[config.mk]
export PLATFORM = sky130hd
export DESIGN_NAME = paired_solenoid_pulse_timer
export DESIGN_NICKNAME = d
export VERILOG_FILES = /design/src/rtl/pspt_pkg.sv /design/src/rtl/paired_solenoid_pulse_timer.sv
export SDC_FILE = /design/constraint.sdc
export NUM_CORES = 1
export LEC_CHECK = 0
export CORE_MARGIN = 2
export CORE_UTILIZATION = 50
export CTS_BUF_LIST = sky130_fd_sc_hd__clkbuf_16
export DETAILED_ROUTE_END_ITERATION = 8
export DONT_BUFFER_PORTS = 1
export SLEW_MARGIN = 20
export SYNTH_ARGS = -nofsm -noshare
export SYNTH_HDL_FRONTEND = slang
export SYNTH_SLANG_ARGS = --single-unit
[constraint.sdc]
create_clock -name clk -period 13.4 [get_ports clk]
set_input_delay 2.68 -clock clk [delete_from_list [all_inputs] [get_ports clk]]
set_output_delay 2.68 -clock clk [all_outputs]
set_load 0.01 [all_outputs]
[src/rtl/pspt_pkg.sv]
// Package for the paired solenoid pulse timer.
// Field widths, command codes, register indexes and the pulse scale factor.
// No dependencies.
package pspt_pkg;

	localparam int NumCoils  = 8;
	localparam int NumPairs  = NumCoils / 2;
	localparam int CmdW      = 2;
	localparam int ChanW     = 3;
	localparam int VelW      = 7;
	localparam int CfgIdxW   = 2;
	localparam int CfgDataW  = 8;
	localparam int CountW    = 16;

	// Multiplies the pulse length in units to get ticks (1..64)
	localparam int unsigned OnTimeScale = 1;

	localparam logic [CmdW-1:0] CMD_TICK    = 2'd0;
	localparam logic [CmdW-1:0] CMD_TRIGGER = 2'd1;
	localparam logic [CmdW-1:0] CMD_KILL    = 2'd2;

	localparam logic [CfgIdxW-1:0] REG_MIN_ON  = 2'd0;
	localparam logic [CfgIdxW-1:0] REG_MAX_ON  = 2'd1;
	localparam logic [CfgIdxW-1:0] REG_PAIRMOD = 2'd2;

	// ceil(2^22 / 126): exact floor(x/126) for every x below 2^15
	localparam int         RecipShift = 22;
	localparam logic [15:0] Recip126  = 16'd33289;

	typedef logic [CountW-1:0] count_t;

endpackage

[src/rtl/paired_solenoid_pulse_timer.sv]
// Top level of the paired solenoid pulse timer: pulse length pipeline,
// per-coil countdown state and the registered mask outputs.
// Depends on pspt_pkg.

// Paired solenoid pulse timer. Eight coils in four pairs (pair p: odd coil
// on channel 2p, even coil on channel 2p+1). Each command beat is a tick
// (counts pulses down and expires them), a trigger (starts a pulse whose
// length follows from velocity and the min/max on-time registers) or a kill.
// Every command beat yields exactly one result beat carrying the coil, hold
// and active masks after that command. Throughput is one beat per cycle while
// the result side keeps res_ready high. Each beat passes an input register,
// a stage for the velocity product, a stage for the division by 126
// (reciprocal multiply) and the scale, then the state update that loads the
// result register. Each stage has its own ready, so empty stages keep taking
// beats while a result waits. Configuration writes apply at once and are meant
// to be done while no beat is in flight.
module paired_solenoid_pulse_timer (
	input  logic                             clk,
	input  logic                             arst_n,
	// configuration write port
	input  logic                             cfg_we,
	input  logic [pspt_pkg::CfgIdxW-1:0]     cfg_index,
	input  logic [pspt_pkg::CfgDataW-1:0]    cfg_data,
	// command channel
	input  logic                             cmd_valid,
	output logic                             cmd_ready,
	input  logic [pspt_pkg::CmdW-1:0]        cmd,
	input  logic [pspt_pkg::ChanW-1:0]       channel,
	input  logic [pspt_pkg::VelW-1:0]        velocity,
	// result channel
	output logic                             res_valid,
	input  logic                             res_ready,
	output logic [pspt_pkg::NumCoils-1:0]    coil_on,
	output logic [pspt_pkg::NumPairs-1:0]    return_hold,
	output logic [pspt_pkg::NumCoils-1:0]    active
);
	import pspt_pkg::*;

	// ---------------- configuration ----------------
	logic [7:0]          min_on_q;
	logic [7:0]          max_on_q;
	logic [NumPairs-1:0] pair_modes_q;

	always_ff @(posedge clk or negedge arst_n) begin
		if (!arst_n) begin
			min_on_q     <= 8'd1;
			max_on_q     <= 8'd255;
			pair_modes_q <= '0;
		end else if (cfg_we) begin
			case (cfg_index)
				REG_MIN_ON: begin
					// clamp into 1..254
					if (cfg_data == 8'd0)
						min_on_q <= 8'd1;
					else if (cfg_data == 8'd255)
						min_on_q <= 8'd254;
					else
						min_on_q <= cfg_data;
				end
				REG_MAX_ON: begin
					// clamp to at least 2
					if (cfg_data < 8'd2)
						max_on_q <= 8'd2;
					else
						max_on_q <= cfg_data;
				end
				REG_PAIRMOD: pair_modes_q <= cfg_data[NumPairs-1:0];
				default: ; // unused index: ignored
			endcase
		end
	end

	// ---------------- stage handshake ----------------
	logic v_s1, v_s2, v_s3, res_valid_q;
	logic rdy_out, rdy3, rdy2, rdy1;

	assign rdy_out   = !res_valid_q || res_ready;
	assign rdy3      = !v_s3 || rdy_out;
	assign rdy2      = !v_s2 || rdy3;
	assign rdy1      = !v_s1 || rdy2;
	assign cmd_ready = rdy1;

	logic fire_out;
	assign fire_out = v_s3 && rdy_out;

	// ---------------- stage 1: input register ----------------
	logic [CmdW-1:0]  cmd_s1;
	logic [ChanW-1:0] ch_s1;
	logic [VelW-1:0]  vel_s1;

	always_ff @(posedge clk or negedge arst_n) begin
		if (!arst_n)
			v_s1 <= 1'b0;
		else if (rdy1)
			v_s1 <= cmd_valid;
	end

	always_ff @(posedge clk) begin
		if (rdy1 && cmd_valid) begin
			cmd_s1 <= cmd;
			ch_s1  <= channel;
			vel_s1 <= velocity;
		end
	end

	// ---------------- stage 2: (v-1) * |max-min| ----------------
	// The quotient truncates toward zero, so the division works on the
	// magnitude and the sign is applied when min is added back.
	logic [VelW-1:0] vm1;
	logic [7:0]      span_mag;
	logic            span_neg;
	logic [14:0]     prod;

	assign vm1      = vel_s1 - VelW'(1);
	assign span_neg = max_on_q < min_on_q;
	assign span_mag = span_neg ? (min_on_q - max_on_q) : (max_on_q - min_on_q);
	assign prod     = 15'(vm1) * 15'(span_mag);

	logic [CmdW-1:0]  cmd_s2;
	logic [ChanW-1:0] ch_s2;
	logic [14:0]      prod_s2;
	logic             neg_s2;
	logic             velz_s2;

	always_ff @(posedge clk or negedge arst_n) begin
		if (!arst_n)
			v_s2 <= 1'b0;
		else if (rdy2)
			v_s2 <= v_s1;
	end

	always_ff @(posedge clk) begin
		if (rdy2 && v_s1) begin
			cmd_s2  <= cmd_s1;
			ch_s2   <= ch_s1;
			prod_s2 <= prod;
			neg_s2  <= span_neg;
			velz_s2 <= (vel_s1 == '0);
		end
	end

	// ---------------- stage 3: divide by 126, add min, scale ----------------
	logic [30:0]  recip_prod;
	logic [8:0]   quot;
	logic [8:0]   units;
	logic [31:0]  scaled;
	count_t       len;

	assign recip_prod = 31'(prod_s2) * 31'(Recip126);
	assign quot       = recip_prod[RecipShift +: 9];
	// units stays within 1..255 for any legal min/max pair
	assign units      = neg_s2 ? ({1'b0, min_on_q} - quot) : ({1'b0, min_on_q} + quot);
	assign scaled     = 32'(units) * 32'(OnTimeScale);
	assign len        = velz_s2 ? '0 : scaled[CountW-1:0];

	logic [CmdW-1:0]  cmd_s3;
	logic [ChanW-1:0] ch_s3;
	count_t           len_s3;

	always_ff @(posedge clk or negedge arst_n) begin
		if (!arst_n)
			v_s3 <= 1'b0;
		else if (rdy3)
			v_s3 <= v_s2;
	end

	always_ff @(posedge clk) begin
		if (rdy3 && v_s2) begin
			cmd_s3 <= cmd_s2;
			ch_s3  <= ch_s2;
			len_s3 <= len;
		end
	end

	// ---------------- coil state ----------------
	count_t              rem_q   [NumCoils];
	logic [NumCoils-1:0] busy_q;
	logic [NumCoils-1:0] drive_q;
	logic [NumPairs-1:0] hold_q;

	count_t              rem_n   [NumCoils];
	logic [NumCoils-1:0] busy_n;
	logic [NumCoils-1:0] drive_n;
	logic [NumPairs-1:0] hold_n;

	logic [1:0]      pair_sel;
	logic            sel_paired;
	logic [ChanW-1:0] odd_ch;
	logic [ChanW-1:0] even_ch;

	assign pair_sel   = ch_s3[ChanW-1:1];
	assign sel_paired = pair_modes_q[pair_sel];
	assign odd_ch     = {pair_sel, 1'b0};
	assign even_ch    = {pair_sel, 1'b1};

	always_comb begin
		rem_n   = rem_q;
		busy_n  = busy_q;
		drive_n = drive_q;
		hold_n  = hold_q;
		case (cmd_s3)
			CMD_TICK: begin
				for (int c = 0; c < NumCoils; c++)
					if (rem_q[c] != '0)
						rem_n[c] = rem_q[c] - count_t'(1);
				for (int p = 0; p < NumPairs; p++) begin
					if (!pair_modes_q[p]) begin
						if (rem_n[2*p] == '0) begin
							busy_n[2*p]  = 1'b0;
							drive_n[2*p] = 1'b0;
						end
						if (rem_n[2*p+1] == '0) begin
							busy_n[2*p+1]  = 1'b0;
							drive_n[2*p+1] = 1'b0;
							hold_n[p]      = 1'b0;
						end
					end else if (rem_n[2*p] == '0) begin
						// attack done: drop both coils, enter return hold
						busy_n[2*p]    = 1'b0;
						busy_n[2*p+1]  = 1'b0;
						drive_n[2*p]   = 1'b0;
						drive_n[2*p+1] = 1'b0;
						hold_n[p]      = 1'b1;
					end else begin
						drive_n[2*p]   = 1'b1;
						drive_n[2*p+1] = 1'b0;
						hold_n[p]      = 1'b0;
					end
				end
			end
			CMD_TRIGGER: begin
				if (sel_paired) begin
					// either coil fires the odd (attack) coil
					rem_n[odd_ch]    = len_s3;
					rem_n[even_ch]   = '0;
					busy_n[odd_ch]   = 1'b1;
					busy_n[even_ch]  = 1'b1;
					drive_n[odd_ch]  = 1'b1;
					drive_n[even_ch] = 1'b0;
					hold_n[pair_sel] = 1'b0;
				end else begin
					rem_n[ch_s3]   = len_s3;
					busy_n[ch_s3]  = 1'b1;
					drive_n[ch_s3] = 1'b1;
					if (ch_s3[0])
						hold_n[pair_sel] = 1'b0;
				end
			end
			CMD_KILL: begin
				rem_n[ch_s3]   = '0;
				busy_n[ch_s3]  = 1'b0;
				drive_n[ch_s3] = 1'b0;
				if (ch_s3[0])
					hold_n[pair_sel] = 1'b0;
			end
			default: ; // unused command: masks only
		endcase
	end

	always_ff @(posedge clk or negedge arst_n) begin
		if (!arst_n) begin
			for (int c = 0; c < NumCoils; c++)
				rem_q[c] <= '0;
			busy_q  <= '0;
			drive_q <= '0;
			hold_q  <= '0;
		end else if (fire_out) begin
			rem_q   <= rem_n;
			busy_q  <= busy_n;
			drive_q <= drive_n;
			hold_q  <= hold_n;
		end
	end

	// ---------------- result register ----------------
	logic [NumCoils-1:0] coil_q;
	logic [NumPairs-1:0] hold_out_q;
	logic [NumCoils-1:0] active_q;

	always_ff @(posedge clk or negedge arst_n) begin
		if (!arst_n)
			res_valid_q <= 1'b0;
		else if (rdy_out)
			res_valid_q <= v_s3;
	end

	always_ff @(posedge clk) begin
		if (fire_out) begin
			coil_q     <= drive_n;
			hold_out_q <= hold_n;
			active_q   <= busy_n;
		end
	end

	assign res_valid   = res_valid_q;
	assign coil_on     = coil_q;
	assign return_hold = hold_out_q;
	assign active      = active_q;

endmodule

# ---- After elaboration in Yosys (flattened, before gate mapping)
# Index checks and enable logic that the tools add are counted.
dict set report totals {
  regBits 247
  input_bits 27
  out_inout_bits 22
  word_cells 224
}
dict set report classes {
  n_mul 2
  n_bitwise 19
  add_sub_neg 13
  order_cmp 16
  reduce_logical 44
  muxes 92
  n_eq_ne 5
}
# op n
set op_table {}
lappend op_table {{one-hot mux 128 bit (3 select lines)} 1}
lappend op_table {{2-to-1 mux 16 bit} 19}
lappend op_table {{bitwise AND 128 bit} 2}
lappend op_table {{bitwise mux 128 bit} 2}
lappend op_table {{NOT 128 bit} 2}
lappend op_table {{demux 16 bit (select 3 bit)} 3}
lappend op_table {{logical NOT 16 bit} 8}
lappend op_table {{2-to-1 mux 128 bit} 1}
lappend op_table {{nonzero test 16 bit} 8}
lappend op_table {{subtractor 16 x 1 -> 16 bit, second input constant} 8}
lappend op_table {{2-to-1 mux 8 bit} 6}
lappend op_table {{one-hot mux 8 bit (3 select lines)} 2}
lappend op_table {{2-to-1 mux 1 bit} 37}
lappend op_table {{multiplier 15 x 16 -> 31 bit, second input constant} 1}
lappend op_table {{bitwise AND 8 bit} 3}
lappend op_table {{2-to-1 mux 2 bit} 12}
lappend op_table {{bitwise OR 8 bit} 3}
lappend op_table {{NOT 8 bit} 2}
lappend op_table {{bitwise OR 8 x 7 -> 8 bit} 2}
lappend op_table {{subtractor 8 bit} 2}
lappend op_table {{multiplier 7 x 8 -> 15 bit} 1}
lappend op_table {{greater-or-equal comparator 4 bit, second input constant} 3}
lappend op_table {{less-than comparator 3 x 4 -> 1 bit, second input constant} 3}
lappend op_table {{less-than comparator 4 x 1 -> 1 bit, second input constant} 3}
lappend op_table {{28 further kinds} 57}

# ---- Logic depth before layout (Yosys ltp)
dict set report logic_depth {
  ltp_word 9
  ltp_mapped 29
  depth_no_buf 29
}

# ---- Worst setup path after synthesis
# Ideal clock, no wire load.
dict set report synth_timing {
  kind {register to register}
  start {reg min_on_q[0]}
  end {reg prod_s2[14] (data pin)}
  path_buffers 0
  synth_period_minus_slack_ns 6.948
  stages_incl_launch_ff 29
  setup_ns 0.266
  required_ns 13.134
  arrival_time_ns 6.682
  path_slack_ns 6.452
  path_cell_list {dfstp_2 ha_1 inv_1 fa_1 a21o_1 a21o_1 a21o_1 a21boi_0 o21ai_0 a311oi_1 o221ai_1 xnor2_1 nand2b_1 fa_1 fa_1 inv_1 fa_1 inv_1 fa_1 inv_1 ha_1 inv_1 o21bai_1 a21oi_1 nor2b_1 o21a_1 o31a_1 o41ai_1 xnor2_1}
}
dict set report synth_between {
  elab_chain_len 3
  word_cells_on_any_way 5
  cone_classes {2 x add/sub; 1 x mul; 1 x order compare; 1 x mux}
}
# item line
set synth_lines {}
lappend synth_lines {{from (decl)} paired_solenoid_pulse_timer.sv:40} ;# logic [7:0] min_on_q;
lappend synth_lines {{from (signal assigned)} paired_solenoid_pulse_timer.sv:58} ;# min_on_q <= cfg_data;
lappend synth_lines {{subtractor 8 bit or less-than comparator 8 bit (tied branches)} {paired_solenoid_pulse_timer.sv:116, paired_solenoid_pulse_timer.sv:115}}
lappend synth_lines {{2-to-1 mux 8 bit *} paired_solenoid_pulse_timer.sv:116} ;# assign span_mag = span_neg ? (min_on_q - max_on_q) : (max_on_q - min_on_q);
lappend synth_lines {{multiplier 7 x 8 -> 15 bit *} paired_solenoid_pulse_timer.sv:117} ;# assign prod = 15'(vm1) * 15'(span_mag);
lappend synth_lines {{via prod[14]} paired_solenoid_pulse_timer.sv:112} ;# logic [14:0] prod;
lappend synth_lines {{to (signal assigned)} paired_solenoid_pulse_timer.sv:136} ;# prod_s2 <= prod;
lappend synth_lines {{to (decl)} paired_solenoid_pulse_timer.sv:121} ;# logic [14:0] prod_s2;
# The timed path passes the listed nets; every way through them passes the cells marked *.
# A chain may end at the register's enable or synchronous reset.

# ---- Final worst setup path
# Same ends and word-level chain as after synthesis.

==> flow_metrics.env <==
export IMPL_drt_initial_drc_count=1288
export IMPL_fin_tns_setup_ns=0
export IMPL_slowest_delay_ns=0.76
export IMPL_ys_seq_area_share_pct=33.0
export IMPL_slew_violations=0
export IMPL_synth_seq_cells=240
export IMPL_routed_wl_mm=54.1
export IMPL_crit_arrival_ns=8.10
export IMPL_numCtsBuffers=30
export IMPL_ys_async_sr_fraction_pct=71.7
export IMPL_num_rows=71
export IMPL_post_cts_buffers=0
export IMPL_antenna_left=0
export IMPL_gr_usage_met3_pct=2.77
export IMPL_status="finished clean"
export IMPL_yosysTopAreaCell="dfrtp_1"
export IMPL_ys_flop_type="dfrtp_1"
export IMPL_synth_area_per_cell_sq_um=8.59
export IMPL_crit_type="register to register"
export IMPL_hold_class="register to register"
export IMPL_skew_ns=0.0240
export IMPL_finalHoldViolCount=0
export IMPL_fin_nets=2401
export IMPL_gp_congestion=0.896
export IMPL_finish_utilization_pct=54.8
export IMPL_rsz0062_at_grt="no"
export IMPL_yosysWarnings=0
export IMPL_first_global_vias=16100
export IMPL_track_usage_pct=26.5
export IMPL_cap_violations=0
export IMPL_multiInputGateArea_sq_um=11900
export IMPL_worst_setup_path_end_kind="register"
export IMPL_met2_usage_pct=46.3
export IMPL_critPathLaunchType="register"
export IMPL_core_sq_um=37800
export IMPL_path_buf_inv=5
export IMPL_die_area_sq_um=40100
export IMPL_dr_total_vias=17000
export IMPL_crit_family="compound AO/OA/AOI/OAI gates"
export IMPL_synthTopCellsByArea="dfrtp_1, edfxtp_1, ha_1, o21ai_0, nand2_1"
export IMPL_required_ns=13.70
export IMPL_synth_edf_count=68
export IMPL_ctsResizeCount=0
export IMPL_r2r_end="prod_s2[14]"
export IMPL_clk_latency_ns=0.58
export IMPL_pin_count=49
export IMPL_dp_hpwl_mm=38.4
export IMPL_grt_max_degree=173
export IMPL_grtUsageMet1_pct=33.9
export IMPL_fill_cells=3509
export IMPL_reg2reg_from="min_on_q[0]"
export IMPL_clk_pin_slew_ns=0.06
export IMPL_antenna_found_initial=0
export IMPL_cts_sinks=240
export IMPL_ctsLongestPathBuffers=3
export IMPL_synth_fp_nets=2465
export IMPL_min_path_cells=0
export IMPL_fp_dieH_um=200
export IMPL_drc=0
export IMPL_path_max_fanout=7
export IMPL_diodes=0
export IMPL_cts_tree="done"
export IMPL_setup_viol=0
export IMPL_syn_inst=2242
export IMPL_wl_per_cell_um=19.9
export IMPL_max_freq_mhz=128
export IMPL_yosysUniqueCellTypes=91
export IMPL_postCtsHoldBufs=0
export IMPL_r2r_slack_ns=5.60
export IMPL_area_delta_synth_final_pct=7.47
export IMPL_cpMaxStageDelayCell="a311oi_1"
export IMPL_grt_remaining_overflow=0
export IMPL_holdPathEnd="cmd_s2[0]"
export IMPL_die_x_um=200
export IMPL_min_period_ns=7.80
export IMPL_slew_headroom_pct=31.3
export IMPL_synth_top_cell_area_share_pct=21.2
export IMPL_grt_busiest_layer="met2"
export IMPL_drive_above_1_share_pct=5.77
export IMPL_dr_pass1_iters=6
export IMPL_grt_pass1_wl_mm=86.5
export IMPL_syn_area_sq_um=19300
export IMPL_seq_area_sq_um=6360
export IMPL_port_buffers=0
export IMPL_reg2regPathDepth=28
export IMPL_htreeDepth=1
export IMPL_post_route_period_util_pct=58.2
export IMPL_hp_start="cmd_s1[0]"
export IMPL_vias_per_cell=6.25
export IMPL_initial_utilization_pct=51.0
export IMPL_clockRootBuffer="clkbuf_16"
export IMPL_tightest_slew_ns=1.02
## placed cells by master, fill, tap and decap left out, types with 14 or more instances in the layout
| cell | Yosys | layout |
|---|---|---|
| nor4_1 | 27 | 27 |
| edfxtp_1 | 68 | 68 |
| o21a_1 | 16 | 16 |
| buf_4 | 1 | 14 |
| o22ai_1 | 29 | 29 |
| nand2b_1 | 31 | 31 |
| mux2i_1 | 41 | 41 |
| dfrtp_1 | 163 | 163 |
| o31ai_1 | 23 | 23 |
| fa_1 | 42 | 42 |
| or2_2 | 15 | 15 |
| nor3_1 | 96 | 96 |
| nand3_1 | 49 | 49 |
| nand4_1 | 22 | 22 |
| xnor2_1 | 43 | 43 |
| nor2b_1 | 19 | 19 |
| nor2_1 | 166 | 164 |
| clkbuf_16 | 0 | 31 |
| nand2_1 | 239 | 237 |
| ha_1 | 154 | 153 |
| xor2_1 | 26 | 26 |
| a31oi_1 | 26 | 26 |
| inv_1 | 154 | 158 |
| o21ai_0 | 191 | 191 |
| a22oi_1 | 20 | 20 |
| a21oi_1 | 127 | 127 |
| or4_1 | 16 | 16 |
| or3_1 | 27 | 27 |
| o211ai_1 | 26 | 26 |
| a21o_1 | 30 | 30 |
## kinds of logic (layout without fill, tap and decap cells)
logic type / count (synthesis) / count (layout) / share of synthesized area, %
AND/OR/NAND/NOR: 775 / 775 / 19.7
AO/OA/AOI/OAI: 643 / 643 / 21.6
buffers and inverters: 265 / 225 / 5.31
flip-flops: 240 / 240 / 33.0
adder cells (fa/ha/maj): 196 / 196 / 14.4
XOR/XNOR: 69 / 69 / 3.14
multiplexers: 54 / 54 / 2.95
## area by class of cell
type	count	share of cell area [%]
clock buffer	31	3.75
clock inverter	25	1.60
inverter	155	2.81
multi-input combinational	1737	57.5
sequential	240	30.7
tap	511	3.09
timing repair buffer	14	0.508
## how the worst max path moves through the flow
stage	to	startpoint	depth (start not counted)	slack (ns)
2_1_floorplan	prod_s2[14]	min_on_q[0]	28	6.45
3_3_place_gp	prod_s2[14]	min_on_q[0]	28	5.86
3_5_place_dp	prod_s2[14]	min_on_q[0]	28	5.67
4_1_cts	prod_s2[14]	min_on_q[0]	28	5.64
5_1_grt	prod_s2[14]	min_on_q[0]	28	5.12
6_report	prod_s2[14]	min_on_q[0]	28	5.60
## layer usage
layer,vias to the layer above,share of wire (%)
met5,-,0
met4,0,4.2
met3,110,4.3
met2,470,49
met1,8299,43
li1,8078,-
## cell usage after synthesis, types with 9 or more instances
library cell / count
nor2b_1: 19
a21oi_1: 127
a31oi_1: 26
and2_1: 13
nand2_1: 239
ha_1: 154
xnor2_1: 43
clkbuf_1: 94
o21ai_1: 9
a22o_1: 12
and3_1: 12
o21ai_0: 191
inv_1: 154
or3_1: 27
nor4_1: 27
nor3b_1: 12
nand2b_1: 31
nand3_1: 49
dfrtp_1: 163
o21a_1: 16
or2_2: 15
o211ai_1: 26
edfxtp_1: 68
a221oi_1: 10
mux2_2: 12
dfstp_2: 9
nor3_1: 96
a21o_1: 30
a211oi_1: 12
a22oi_1: 20
o21bai_1: 9
a221o_1: 9
xor2_1: 26
nand4_1: 22
or4_1: 16
mux2i_1: 41
fa_1: 42
o31ai_1: 23
o221ai_1: 10
o41ai_1: 10
nor2_1: 166
o22ai_1: 29
## per-stage QoR
step                      instance area, sq um  setup slack (ns)  hold slack [ns]  cells
after floorplan                          19300              6.45            0.400   2242
after global placement                   19600              5.86            0.404   2657
after detailed placement                 19600              5.67            0.408   2657
after CTS                                20700              5.64            0.422   2713
after global routing                     20700              5.12            0.423   2713
final                                    20700              5.60            0.421   2713
## state kept, by name (all words and copies together), names as in the netlist, 8 cells and up
register	cells
active	8
busy_q	8
coil_on	8
drive_q	8
len_s3	9
max_on_q	8
min_on_q	8
prod_s2	15
rem_q	128
Power is left out: the tool's default activity adds up to more than one toggle a clock period on the data nets, which glitch-free logic cannot reach.
